**src/sv/ots_pkg.sv**
```systemverilog
// ----------------------------------------------------------------------------
// Oscillator tune search package
// Shared types, register indexes and reset values for the tune search core.
// ----------------------------------------------------------------------------
package ots_pkg;

    localparam int unsigned CFG_IDX_W  = 2;
    localparam int unsigned CFG_DATA_W = 16;
    localparam int unsigned MS_W       = 10;
    localparam int unsigned COUNT_W    = 16;
    localparam int unsigned SETTLE_W   = 8;
    localparam int unsigned TUNE_W     = 4;

    localparam logic [CFG_IDX_W-1:0] CFG_TARGET_COUNT = 2'd0;
    localparam logic [CFG_IDX_W-1:0] CFG_WINDOW_MS    = 2'd1;
    localparam logic [CFG_IDX_W-1:0] CFG_SETTLE_MS    = 2'd2;
    localparam logic [CFG_IDX_W-1:0] CFG_SPEC_LIMIT   = 2'd3;

    localparam logic [COUNT_W-1:0]  RST_TARGET_COUNT = 16'd3125;
    localparam logic [MS_W-1:0]     RST_WINDOW_MS    = 10'd100;
    localparam logic [SETTLE_W-1:0] RST_SETTLE_MS    = 8'd2;
    localparam logic [COUNT_W-1:0]  RST_SPEC_LIMIT   = 16'd109;

    typedef enum logic [1:0] {
        PH_IDLE,
        PH_SETTLE,
        PH_MEASURE,
        PH_FINAL
    } t_phase;

    typedef struct packed {
        logic [COUNT_W-1:0]  spec_limit;
        logic [SETTLE_W-1:0] settle_ms;
        logic [MS_W-1:0]     window_ms;
        logic [COUNT_W-1:0]  target_count;
    } t_cfg;

    // Declared from the highest field down so tune_drive lands in bit 0.
    typedef struct packed {
        logic                in_spec;
        logic [COUNT_W-1:0]  best_error;
        logic [TUNE_W-1:0]   best_setting;
        logic                done_res;
        logic                busy_res;
        logic                show_oscillator;
        logic [TUNE_W-1:0]   tune_drive;
    } t_result;

endpackage

```
**src/sv/ots_cfg_regs.sv**
```systemverilog
// ----------------------------------------------------------------------------
// Oscillator tune search configuration registers
// Holds target count, window length, settle time and spec limit.
// ----------------------------------------------------------------------------
module ots_cfg_regs
    import ots_pkg::*;
(
    input  logic                  i_clk,
    input  logic                  i_rst_n,
    input  logic                  i_cfg_we,
    input  logic [CFG_IDX_W-1:0]  i_cfg_idx,
    input  logic [CFG_DATA_W-1:0] i_cfg_data,
    output t_cfg                  o_cfg
);

    t_cfg r_cfg;
    t_cfg n_cfg;

    always_comb begin
        n_cfg = r_cfg;
        if (i_cfg_we) begin
            case (i_cfg_idx)
                CFG_TARGET_COUNT: n_cfg.target_count = i_cfg_data;
                CFG_WINDOW_MS:    n_cfg.window_ms    = i_cfg_data[MS_W-1:0];
                CFG_SETTLE_MS:    n_cfg.settle_ms    = i_cfg_data[SETTLE_W-1:0];
                CFG_SPEC_LIMIT:   n_cfg.spec_limit   = i_cfg_data;
                default:          n_cfg = r_cfg;
            endcase
        end
    end

    always_ff @(posedge i_clk) begin
        if (!i_rst_n) begin
            r_cfg.target_count <= RST_TARGET_COUNT;
            r_cfg.window_ms    <= RST_WINDOW_MS;
            r_cfg.settle_ms    <= RST_SETTLE_MS;
            r_cfg.spec_limit   <= RST_SPEC_LIMIT;
        end else begin
            r_cfg <= n_cfg;
        end
    end

    assign o_cfg = r_cfg;

endmodule

```
**src/sv/ots_engine.sv**
```systemverilog
// ----------------------------------------------------------------------------
// Oscillator tune search engine
// Sweep state machine, edge counter and best-setting tracker, one sample per beat.
// ----------------------------------------------------------------------------
module ots_engine
    import ots_pkg::*;
#(
    parameter int unsigned TUNE_STEPS = 16
) (
    input  logic    i_clk,
    input  logic    i_rst_n,
    input  logic    i_en,
    input  logic    i_start,
    input  logic    i_pin,
    input  logic    i_tick,
    input  t_cfg    i_cfg,
    output t_result o_res
);

    localparam int unsigned IDX_W = $clog2(TUNE_STEPS);
    localparam int unsigned EXT_W = (IDX_W > TUNE_W) ? IDX_W : TUNE_W;
    localparam logic [IDX_W-1:0] LAST_IDX = IDX_W'(TUNE_STEPS - 1);

    t_phase             r_phase, n_phase;
    logic [IDX_W-1:0]   r_trial, n_trial;
    logic [MS_W-1:0]    r_ms, n_ms;
    logic [COUNT_W-1:0] r_edges, n_edges;
    logic               r_prev, n_prev;
    logic               r_primed, n_primed;
    logic [COUNT_W:0]   r_best_err, n_best_err;
    logic [IDX_W-1:0]   r_best_idx, n_best_idx;

    logic [MS_W-1:0]    settle_ms_inc;
    logic               settle_done;
    logic [MS_W-1:0]    win;
    logic               win_end;
    logic [COUNT_W-1:0] diff;
    logic               better;
    logic               sweep_done;
    logic [EXT_W-1:0]   drive_ext;
    logic [EXT_W-1:0]   best_ext;

    always_comb begin
        settle_ms_inc = (i_tick && (r_ms != '1)) ? r_ms + 1'b1 : r_ms;
        settle_done   = settle_ms_inc >= MS_W'(i_cfg.settle_ms);
        win           = (i_cfg.window_ms == '0) ? MS_W'(1) : i_cfg.window_ms;
        win_end       = i_tick && (({1'b0, r_ms} + 1'b1) >= {1'b0, win});
        diff          = (i_cfg.target_count >= r_edges) ? i_cfg.target_count - r_edges
                                                        : r_edges - i_cfg.target_count;
        better        = {1'b0, diff} < r_best_err;
    end

    // Next phase.
    always_comb begin
        n_phase = r_phase;
        case (r_phase)
            PH_IDLE: begin
                if (i_start) begin
                    n_phase = PH_SETTLE;
                end
            end
            PH_SETTLE: begin
                if (settle_done) begin
                    n_phase = PH_MEASURE;
                end
            end
            PH_MEASURE: begin
                if (win_end) begin
                    n_phase = (r_trial == LAST_IDX) ? PH_FINAL : PH_SETTLE;
                end
            end
            PH_FINAL: begin
                if (settle_done) begin
                    n_phase = PH_IDLE;
                end
            end
            default: n_phase = PH_IDLE;
        endcase
    end

    // Counters and search registers.
    always_comb begin
        n_trial     = r_trial;
        n_ms        = r_ms;
        n_edges     = r_edges;
        n_prev      = r_prev;
        n_primed    = r_primed;
        n_best_err  = r_best_err;
        n_best_idx  = r_best_idx;
        case (r_phase)
            PH_IDLE: begin
                if (i_start) begin
                    n_trial     = '0;
                    n_ms        = '0;
                    n_edges     = '0;
                    n_prev      = 1'b0;
                    n_primed    = 1'b0;
                    n_best_err  = '1;
                    n_best_idx  = '0;
                end
            end
            PH_SETTLE: begin
                n_ms = settle_ms_inc;
                if (settle_done) begin
                    n_ms     = '0;
                    n_edges  = '0;
                    n_primed = 1'b0;
                end
            end
            PH_MEASURE: begin
                if (win_end) begin
                    if (better) begin
                        n_best_err  = {1'b0, diff};
                        n_best_idx  = r_trial;
                    end
                    n_ms = '0;
                    if (r_trial != LAST_IDX) begin
                        n_trial = r_trial + 1'b1;
                    end
                end else begin
                    if (i_tick) begin
                        n_ms = r_ms + 1'b1;
                    end
                    if (!r_primed) begin
                        n_primed = 1'b1;
                    end else if (i_pin && !r_prev && (r_edges != '1)) begin
                        n_edges = r_edges + 1'b1;
                    end
                    n_prev = i_pin;
                end
            end
            PH_FINAL: begin
                n_ms = settle_ms_inc;
            end
            default: begin
                n_ms = r_ms;
            end
        endcase
    end

    // Result fields from the state after this beat.
    always_comb begin
        sweep_done = (r_phase == PH_FINAL) && settle_done;
        drive_ext  = ((n_phase == PH_SETTLE) || (n_phase == PH_MEASURE))
                     ? EXT_W'(n_trial) : EXT_W'(n_best_idx);
        best_ext   = EXT_W'(n_best_idx);
        o_res.tune_drive      = drive_ext[TUNE_W-1:0];
        o_res.show_oscillator = n_phase != PH_IDLE;
        o_res.busy_res        = n_phase != PH_IDLE;
        o_res.done_res        = sweep_done;
        o_res.best_setting    = best_ext[TUNE_W-1:0];
        o_res.best_error      = n_best_err[COUNT_W] ? '1 : n_best_err[COUNT_W-1:0];
        o_res.in_spec         = n_best_err <= {1'b0, i_cfg.spec_limit};
    end

    always_ff @(posedge i_clk) begin
        if (!i_rst_n) begin
            r_phase     <= PH_IDLE;
            r_trial     <= '0;
            r_ms        <= '0;
            r_edges     <= '0;
            r_prev      <= 1'b0;
            r_primed    <= 1'b0;
            r_best_err  <= '1;
            r_best_idx  <= '0;
        end else if (i_en) begin
            r_phase     <= n_phase;
            r_trial     <= n_trial;
            r_ms        <= n_ms;
            r_edges     <= n_edges;
            r_prev      <= n_prev;
            r_primed    <= n_primed;
            r_best_err  <= n_best_err;
            r_best_idx  <= n_best_idx;
        end
    end

endmodule

```
**src/sv/oscillator_tune_search_core.sv**
```systemverilog
// ----------------------------------------------------------------------------
// Oscillator tune search core
// Sweeps all tune settings, counts pin edges per window and keeps the best.
// ----------------------------------------------------------------------------
// Each input beat carries one pin sample, a millisecond tick and a start
// request; every input beat yields exactly one output beat with the tune to
// drive, the busy, done and display flags, and the best setting and error.
// An accepted beat waits in the input register, then the engine updates its
// state and writes the output register, where its result is held until the
// receiver takes it. One beat is taken every cycle while the receiver does
// not stall the output; the engine makes one state update for each beat.
// When the receiver stalls, the output register holds its beat and the
// input register still takes one more beat before the input side stalls.
// Configuration writes land in the register file at once and must be made
// while no beat waits in either register; a write during a sweep applies
// from the next beat on. Reset empties both beat registers, loads the
// default configuration and returns the sweep to idle with no best setting.
// ----------------------------------------------------------------------------
module oscillator_tune_search_core
    import ots_pkg::*;
#(
    parameter int unsigned TUNE_STEPS = 16
) (
    input  logic                  i_clk,
    input  logic                  i_rst_n,
    input  logic                  s_axis_tvalid,
    output logic                  s_axis_tready,
    // start_req [0], pin_level [1], ms_tick [2], zero [7:3]
    input  logic [7:0]            s_axis_tdata,
    output logic                  m_axis_tvalid,
    input  logic                  m_axis_tready,
    // tune_drive [3:0], show_oscillator [4], busy_res [5], done_res [6],
    // best_setting [10:7], best_error [26:11], in_spec [27], zero [31:28]
    output logic [31:0]           m_axis_tdata,
    input  logic                  i_cfg_we,
    input  logic [CFG_IDX_W-1:0]  i_cfg_idx,
    input  logic [CFG_DATA_W-1:0] i_cfg_data
);

    t_cfg       cfg;
    t_result    res;
    logic       advance;

    logic       r_in_valid;
    logic [2:0] r_in_beat;
    logic       r_out_valid;
    t_result    r_out;

    ots_cfg_regs u_cfg_regs (
        .i_clk      (i_clk),
        .i_rst_n    (i_rst_n),
        .i_cfg_we   (i_cfg_we),
        .i_cfg_idx  (i_cfg_idx),
        .i_cfg_data (i_cfg_data),
        .o_cfg      (cfg)
    );

    ots_engine #(
        .TUNE_STEPS (TUNE_STEPS)
    ) u_engine (
        .i_clk   (i_clk),
        .i_rst_n (i_rst_n),
        .i_en    (advance),
        .i_start (r_in_beat[0]),
        .i_pin   (r_in_beat[1]),
        .i_tick  (r_in_beat[2]),
        .i_cfg   (cfg),
        .o_res   (res)
    );

    assign advance       = r_in_valid && (!r_out_valid || m_axis_tready);
    assign s_axis_tready = !r_in_valid || advance;

    always_ff @(posedge i_clk) begin
        if (!i_rst_n) begin
            r_in_valid <= 1'b0;
        end else if (s_axis_tready) begin
            r_in_valid <= s_axis_tvalid;
        end
    end

    always_ff @(posedge i_clk) begin
        if (s_axis_tvalid && s_axis_tready) begin
            r_in_beat <= s_axis_tdata[2:0];
        end
    end

    always_ff @(posedge i_clk) begin
        if (!i_rst_n) begin
            r_out_valid <= 1'b0;
        end else if (advance) begin
            r_out_valid <= 1'b1;
        end else if (m_axis_tready) begin
            r_out_valid <= 1'b0;
        end
    end

    always_ff @(posedge i_clk) begin
        if (advance) begin
            r_out <= res;
        end
    end

    assign m_axis_tvalid = r_out_valid;
    assign m_axis_tdata  = {4'b0000, r_out};

    a_done_not_busy: assert property (@(posedge i_clk) disable iff (!i_rst_n)
        r_out_valid && r_out.done_res |-> !r_out.busy_res && !r_out.show_oscillator)
        else $error("done beat still marked busy");

    a_stall_only_when_full: assert property (@(posedge i_clk) disable iff (!i_rst_n)
        !s_axis_tready |-> r_in_valid && r_out_valid && !m_axis_tready)
        else $error("input side stalled with room in the pipeline");

    a_beat_follows_input: assert property (@(posedge i_clk) disable iff (!i_rst_n)
        advance |=> m_axis_tvalid)
        else $error("engine step produced no output beat");

    a_reset_clears_output: assert property (@(posedge i_clk)
        !i_rst_n |=> !m_axis_tvalid)
        else $error("output beat valid right after reset");

endmodule
```
**config.mk**
```make
export PLATFORM = sky130hd
export DESIGN_NAME = oscillator_tune_search_core
export DESIGN_NICKNAME = d
export VERILOG_FILES = /design/src/sv/ots_pkg.sv /design/src/sv/ots_cfg_regs.sv /design/src/sv/ots_engine.sv /design/src/sv/oscillator_tune_search_core.sv
export SDC_FILE = /design/constraint.sdc
export NUM_CORES = 1
export LEC_CHECK = 0
export BUFFER_PORTS_ARGS = -buffer_cell sky130_fd_sc_hd__buf_2
export CAP_MARGIN = 25
export CORE_MARGIN = 4
export CORE_UTILIZATION = 57
export CTS_BUF_LIST = sky130_fd_sc_hd__clkbuf_4
export CTS_CLUSTER_SIZE = 14
export DETAILED_ROUTE_END_ITERATION = 10
export GPL_TIMING_DRIVEN = 1
export PLACE_DENSITY = 0.85
export REMOVE_ABC_BUFFERS = 1
export SETUP_SLACK_MARGIN = 0.02
export SYNTH_ARGS = -nofsm -noshare
export SYNTH_HDL_FRONTEND = slang
export SYNTH_HIERARCHICAL = 1
export SYNTH_SLANG_ARGS = --single-unit
```
**constraint.sdc**
```tcl
create_clock -name i_clk -period 5.63 [get_ports i_clk]
set_clock_uncertainty 0.15 [all_clocks]
set_input_delay 0.563 -clock i_clk [delete_from_list [all_inputs] [get_ports i_clk]]
set_output_delay 0.563 -clock i_clk [all_outputs]
set_load 0.05 [all_outputs]
```
**Yosys cells after proc, flatten, opt, wreduce, memory -nomap -nowiden**

Index checks and enable logic that the tools add are counted.

- Bits in registers: 137
- Bits of input ports: 31
- Output and inout port bits: 34
- Logic and storage cells: 119

- Add/sub/neg operators: 6
- Magnitude comparators: 5
- Equality and inequality tests: 18
- Mux-type cells: 41
- Reductions and logical operators: 28

Operator list:

| operator | number |
|---|---|
| 16-bit 2-to-1 mux | 6 |
| 10-bit 2-to-1 mux | 6 |
| 17-bit 2-to-1 mux | 3 |
| 16-bit case mux with 3 select lines | 1 |
| 10-bit case mux with 4 select lines | 1 |
| 17-bit case mux with 2 select lines | 1 |
| 16-bit subtractor | 2 |
| 4-bit 2-to-1 mux | 7 |
| 17-bit by 16-bit less-or-equal comparator with 1-bit output | 1 |
| 16-bit by 17-bit less-than comparator with 1-bit output | 1 |
| 16-bit by 1-bit adder with 16-bit output, second input constant | 1 |
| 16-bit >= comparator | 1 |
| 16-bit inequality test, second input constant | 1 |
| 4-bit case mux with 2 select lines | 2 |
| 10-bit by 1-bit adder with 11-bit output, second input constant | 1 |
| 11-bit by 10-bit >= comparator with 1-bit output | 1 |
| 10-bit by 1-bit adder with 10-bit output, second input constant | 1 |
| 2-bit == test, second input constant | 5 |
| 10-bit by 8-bit >= comparator with 1-bit output | 1 |
| 10-bit zero test | 1 |
| 2-bit 2-to-1 mux | 5 |
| 10-bit inequality test, second input constant | 1 |
| 2-bit case mux with 4 select lines | 1 |
| 2-bit AND reduction | 4 |
| other kinds (20) | 43 |

**Logic depth before layout (Yosys ltp)**

- Word-level depth: 9
- Mapped depth: 32

**Modules after synthesis**

Netlist, hierarchy kept.

By module, submodules not included:

| module | instances | cells an instance | area each (sq um) | seq. area each (sq um) |
|---|---|---|---|---|
| ots_engine | 1 | 867 | 6503.7 | 1101.1 |
| ots_cfg_regs | 1 | 196 | 1980.6 | 1001.0 |
| oscillator_tune_search_core | 1 | 45 | 1068.5 | 970.9 |

**Worst setup path before layout**

No wires, ideal clock.

- Path kind: flip-flop to flip-flop
- Start: register u_engine.r_edges[0]
- End: register r_out (netlist bit m_axis_tdata[27]), data pin
- Data arrival time: 5.652 ns
- Setup slack: -0.323 ns
- Stages on the path, launching flop included: 31
- Period minus slack after synthesis: 5.953 ns
- Cells stage by stage: dfxtp_1 -> inv_1 -> ha_1 -> inv_1 -> fa_1 -> a211oi_4 -> nor3_2 -> o41a_1 -> o41a_1 -> o31a_1 -> mux2i_1 -> xor2_1 -> inv_1 -> ha_1 -> a21o_1 -> a21o_1 -> a211oi_1 -> a211oi_1 -> a211oi_4 -> o21ai_1 -> buf_2 -> a22oi_1 -> ha_1 -> nor2b_1 -> o21ai_0 -> nand2b_1 -> a21oi_1 -> o21ai_0 -> a211oi_1 -> o21ai_0 -> a31oi_1

RTL lines:

| what | line | RTL |
|---|---|---|
| from (decl) | ots_engine.sv:27 | `logic [COUNT_W-1:0] r_edges, n_edges;` |
| from (signal assigned) | ots_engine.sv:170 | `r_edges <= n_edges;` |
| to (signal assigned) | oscillator_tune_search_core.sv:100 | `r_out <= res;` |
| to (decl) | oscillator_tune_search_core.sv:47 | `t_result r_out;` |

==> flow_summary.json <==
{
  "status": "finished, violations left",
  "violations": "setup timing",
  "io_buffers": 55,
  "avgViaCountPerCell": 5.88,
  "setup_viol_count_final": 1,
  "clk_transition_reported_paths_ns": 0.12,
  "period_needed_ns": 6.02,
  "total_drc_errors_in_the_routed_layout": 0,
  "areaGrowthSynthToFinish_pct": 18.2,
  "grt_start_max_net_pins": 65,
  "place_hpwl_um": 20000,
  "report.final.hold_viol_count": 0,
  "worst_skew_pair.late_latency_ns": 0.56,
  "tightestPinTransition_ns": 0.899,
  "worst-endpoint-required_ns": 5.89,
  "max_stage_delay_ns": 0.41,
  "drt-pass1-iter-count": 6,
  "fill_cells": 1349,
  "detail-route-antenna-nets": 0,
  "final_cell_mix": "135 x sky130_fd_sc_hd__buf_4, 115 x sky130_fd_sc_hd__inv_1, 110 x sky130_fd_sc_hd__nand2_1",
  "number_of_enable_flip_flop_cells_after_synthesis": 31,
  "cts_root_buffer": "sky130_fd_sc_hd__clkbuf_4",
  "die_y_um": 137,
  "antenna_violations_before_repair": 1,
  "wl_per_cell_um": 17.4,
  "proportion_of_synthesized_chip_area_in_sequential_cells_pct": 32.2,
  "cts_buffer_depth": 2,
  "critPathSlowestCell": "sky130_fd_sc_hd__o41a_1",
  "min-delay-path-class": "primary input to flip-flop",
  "layout.cell_area.non_filler_sq_um": 11300,
  "initial_utilization_pct": 57.8,
  "ys.flop_type": "sky130_fd_sc_hd__dfxtp_1",
  "irDropWorstVdd_uv": 125,
  "layout.nets": 1383,
  "netlist-cell-type-count": 87,
  "grt_setup_unrepaired": "true",
  "die_width_um": 137,
  "number_of_global_route_vias_before_repair": 8342,
  "pin_count": 65,
  "cp.arrival_ns": 6.28,
  "die_footprint_sq_um": 18900,
  "postSynthAreaPerCell_sq_um": 8.62,
  "global_route_wire_length_before_repair_um": 41800,
  "gr-total-overflow": 0,
  "maximum_clock_frequency_mhz": 166,
  "powerDensity_nw_per_um2": 199,
  "final_layout_size_suffix_gt1_share_pct": 21.3,
  "critical_path.endpoint_type": "flip-flop",
  "numCtsBuffers": 17,
  "tritoncts_clock_tree": "built",
  "synth-warning-count": 6,
  "maxSlewViolCount": 0,
  "worst-path-max-fanout": 8,
  "grt_usage_pct": 28.2,
  "setup_slack_ns": -0.390,
  "coreArea_sq_um": 16500,
  "cts.sinks": 138,
  "via_count": 8815,
  "final_common_cell": "sky130_fd_sc_hd__buf_4",
  "max_cap_viol_count": 0,
  "placement.cell_area_sq_um": 10800,
  "maximum_level_of_the_cts_h_tree": 4,
  "relSlewSlack_pct": 40.1,
  "floorplan_row_count": 47,
  "critical_path.startpoint_type": "flip-flop",
  "gpl.final_weighted_congestion": 0.955,
  "detailedRoute.firstIterationViolations": 822,
  "synth_seq_cells": 138,
  "final_core_util_pct": 68.3,
  "netlist_instances": 1108,
  "netlist_area_sq_um": 9550,
  "final_min_period_over_clock_period_pct": 107,
  "route.final.wire_length_um": 26100,
  "p_leak_nw": 5.01,
  "postSynth.asyncResetShare_pct": 0,
  "critPathKind": "flip-flop to flip-flop"
}
## cell usage after synthesis, types with 6 or more instances
library cell	number	share of area [%]
sky130_fd_sc_hd__inv_1	116	4.6
sky130_fd_sc_hd__nand2_1	110	4.3
sky130_fd_sc_hd__dfxtp_1	107	22
sky130_fd_sc_hd__ha_1	84	11
sky130_fd_sc_hd__nor2_1	69	2.7
sky130_fd_sc_hd__mux2i_1	54	5.7
sky130_fd_sc_hd__a21oi_1	51	2.7
sky130_fd_sc_hd__o21ai_0	48	2.5
sky130_fd_sc_hd__nand3_1	32	1.7
sky130_fd_sc_hd__edfxtp_1	31	9.7
sky130_fd_sc_hd__nor2b_1	27	1.8
sky130_fd_sc_hd__clkbuf_1	24	0.94
sky130_fd_sc_hd__a22oi_1	20	1.6
sky130_fd_sc_hd__xnor2_1	19	1.7
sky130_fd_sc_hd__buf_2	17	0.89
sky130_fd_sc_hd__a211oi_1	14	1.1
sky130_fd_sc_hd__a21o_1	14	1.1
sky130_fd_sc_hd__a2bb2oi_1	14	1.3
sky130_fd_sc_hd__nand4_1	14	0.92
sky130_fd_sc_hd__buf_4	13	1.0
sky130_fd_sc_hd__a31oi_1	12	0.79
sky130_fd_sc_hd__o211ai_1	12	0.94
sky130_fd_sc_hd__nand2b_1	11	0.72
sky130_fd_sc_hd__o21a_1	11	0.86
sky130_fd_sc_hd__and2_1	10	0.65
sky130_fd_sc_hd__a211o_1	9	0.83
sky130_fd_sc_hd__and3_1	9	0.59
sky130_fd_sc_hd__nor3_1	9	0.47
sky130_fd_sc_hd__xor2_1	9	0.83
sky130_fd_sc_hd__a21boi_0	7	0.55
sky130_fd_sc_hd__a22o_1	7	0.64
sky130_fd_sc_hd__o21ai_1	7	0.37
sky130_fd_sc_hd__or3_1	6	0.39
## what timing repair did
action                                  4_1_cts  5_1_grt
hold buffers                                  3        0
gates cloned                                  0        0
endpoints found under the hold margin         3        0
gates resized for setup                      17        8
endpoints found under the setup margin       15       17
pin swaps                                     6        3
setup buffers                                 6        2
## layer usage
layer	track usage (%)	up-vias	part of all wire (%)
met5	0	-	0
met4	10.5	0	3.0
met3	6.17	82	8.0
met2	45.0	405	46
met1	37.3	4089	43
li1	-	4239	-
## worst max-delay path: cells and delay by family, from the launching register on
kind	cells	cell delay [ns]
AOI/OAI and AO/OA	16	3.23
adders and majority gates	4	1.04
buffers and inverters	5	0.54
DFF	1	0.34
xor gates and xnor gates	1	0.27
muxes	1	0.20
and+or+nand+nor	1	0.08
## final cells by class
class                      count  area (sq um)  area share [%]
timing repair buffer         196          1360            12.1
antenna                        1          2.50          0.0222
clock buffer                  20           150            1.33
inverter                     117           439            3.89
clock inverter                12           175            1.55
sequential                   138          3070            27.2
tap                          220           275            2.44
multi-input combinational    796          5810            51.5
## worst paths after layout
kind,startpoint,to,slack (ns),depth (start not counted)
max,u_engine/r_edges[0]$_SDFFE_PN0P_,m_axis_tdata[27]$_DFFE_PP_,-0.39,28
min,i_cfg_data[5],u_cfg_regs/o_cfg[31]$_SDFFE_PN0P_,0.11,3
max reg2reg,u_engine/r_edges[0]$_SDFFE_PN0P_,m_axis_tdata[27]$_DFFE_PP_,-0.39,28
min reg2reg,u_cfg_regs/o_cfg[33]$_SDFFE_PN0P_,u_cfg_regs/o_cfg[33]$_SDFFE_PN0P_,0.32,2
## cell families after synthesis
| kind of cell | after synthesis | share of synthesized area, % |
|---|---|---|
| AO/OA/AOI/OAI | 282 | 20.8 |
| other | 1 | 0.0393 |
| multiplexers | 60 | 6.40 |
| buffers and inverters | 177 | 8.12 |
| adder cells (fa/ha/maj) | 86 | 11.4 |
| flip-flops | 138 | 32.2 |
| XOR/XNOR | 33 | 3.54 |
| AND/OR/NAND/NOR | 331 | 17.5 |
## where the power goes
| part | switching [mW] | internal (mW) |
|---|---|---|
| clock network | 0.376 | 0.367 |
| registers | 0.0152 | 1.03 |
| logic | 0.255 | 0.197 |
## through the flow
step,hold slack [ns],worst slack [ns],TNS (ns),instances,total power [mW]
global route,0.0610,-0.680,-0.680,1500,2.34
floorplan,0.285,-1.00,-5.71,1051,1.31
detailed placement,0.300,-0.650,-0.834,1457,1.50
CTS,0.0678,-0.274,-0.274,1498,2.24
finish,0.105,-0.390,-0.390,1500,2.24
global placement,0.295,-0.489,-0.489,1457,1.49
## flip-flops by register name (all words and copies together), names as in the netlist, 3 cells and up
name                 cells
m_axis_tdata            28
r_in_beat                3
u_cfg_regs/o_cfg        50
u_engine/r_best_err     17
u_engine/r_best_idx      4
u_engine/r_edges        16
u_engine/r_ms           10
u_engine/r_trial         4
Power figures use the tool's default switching activity.
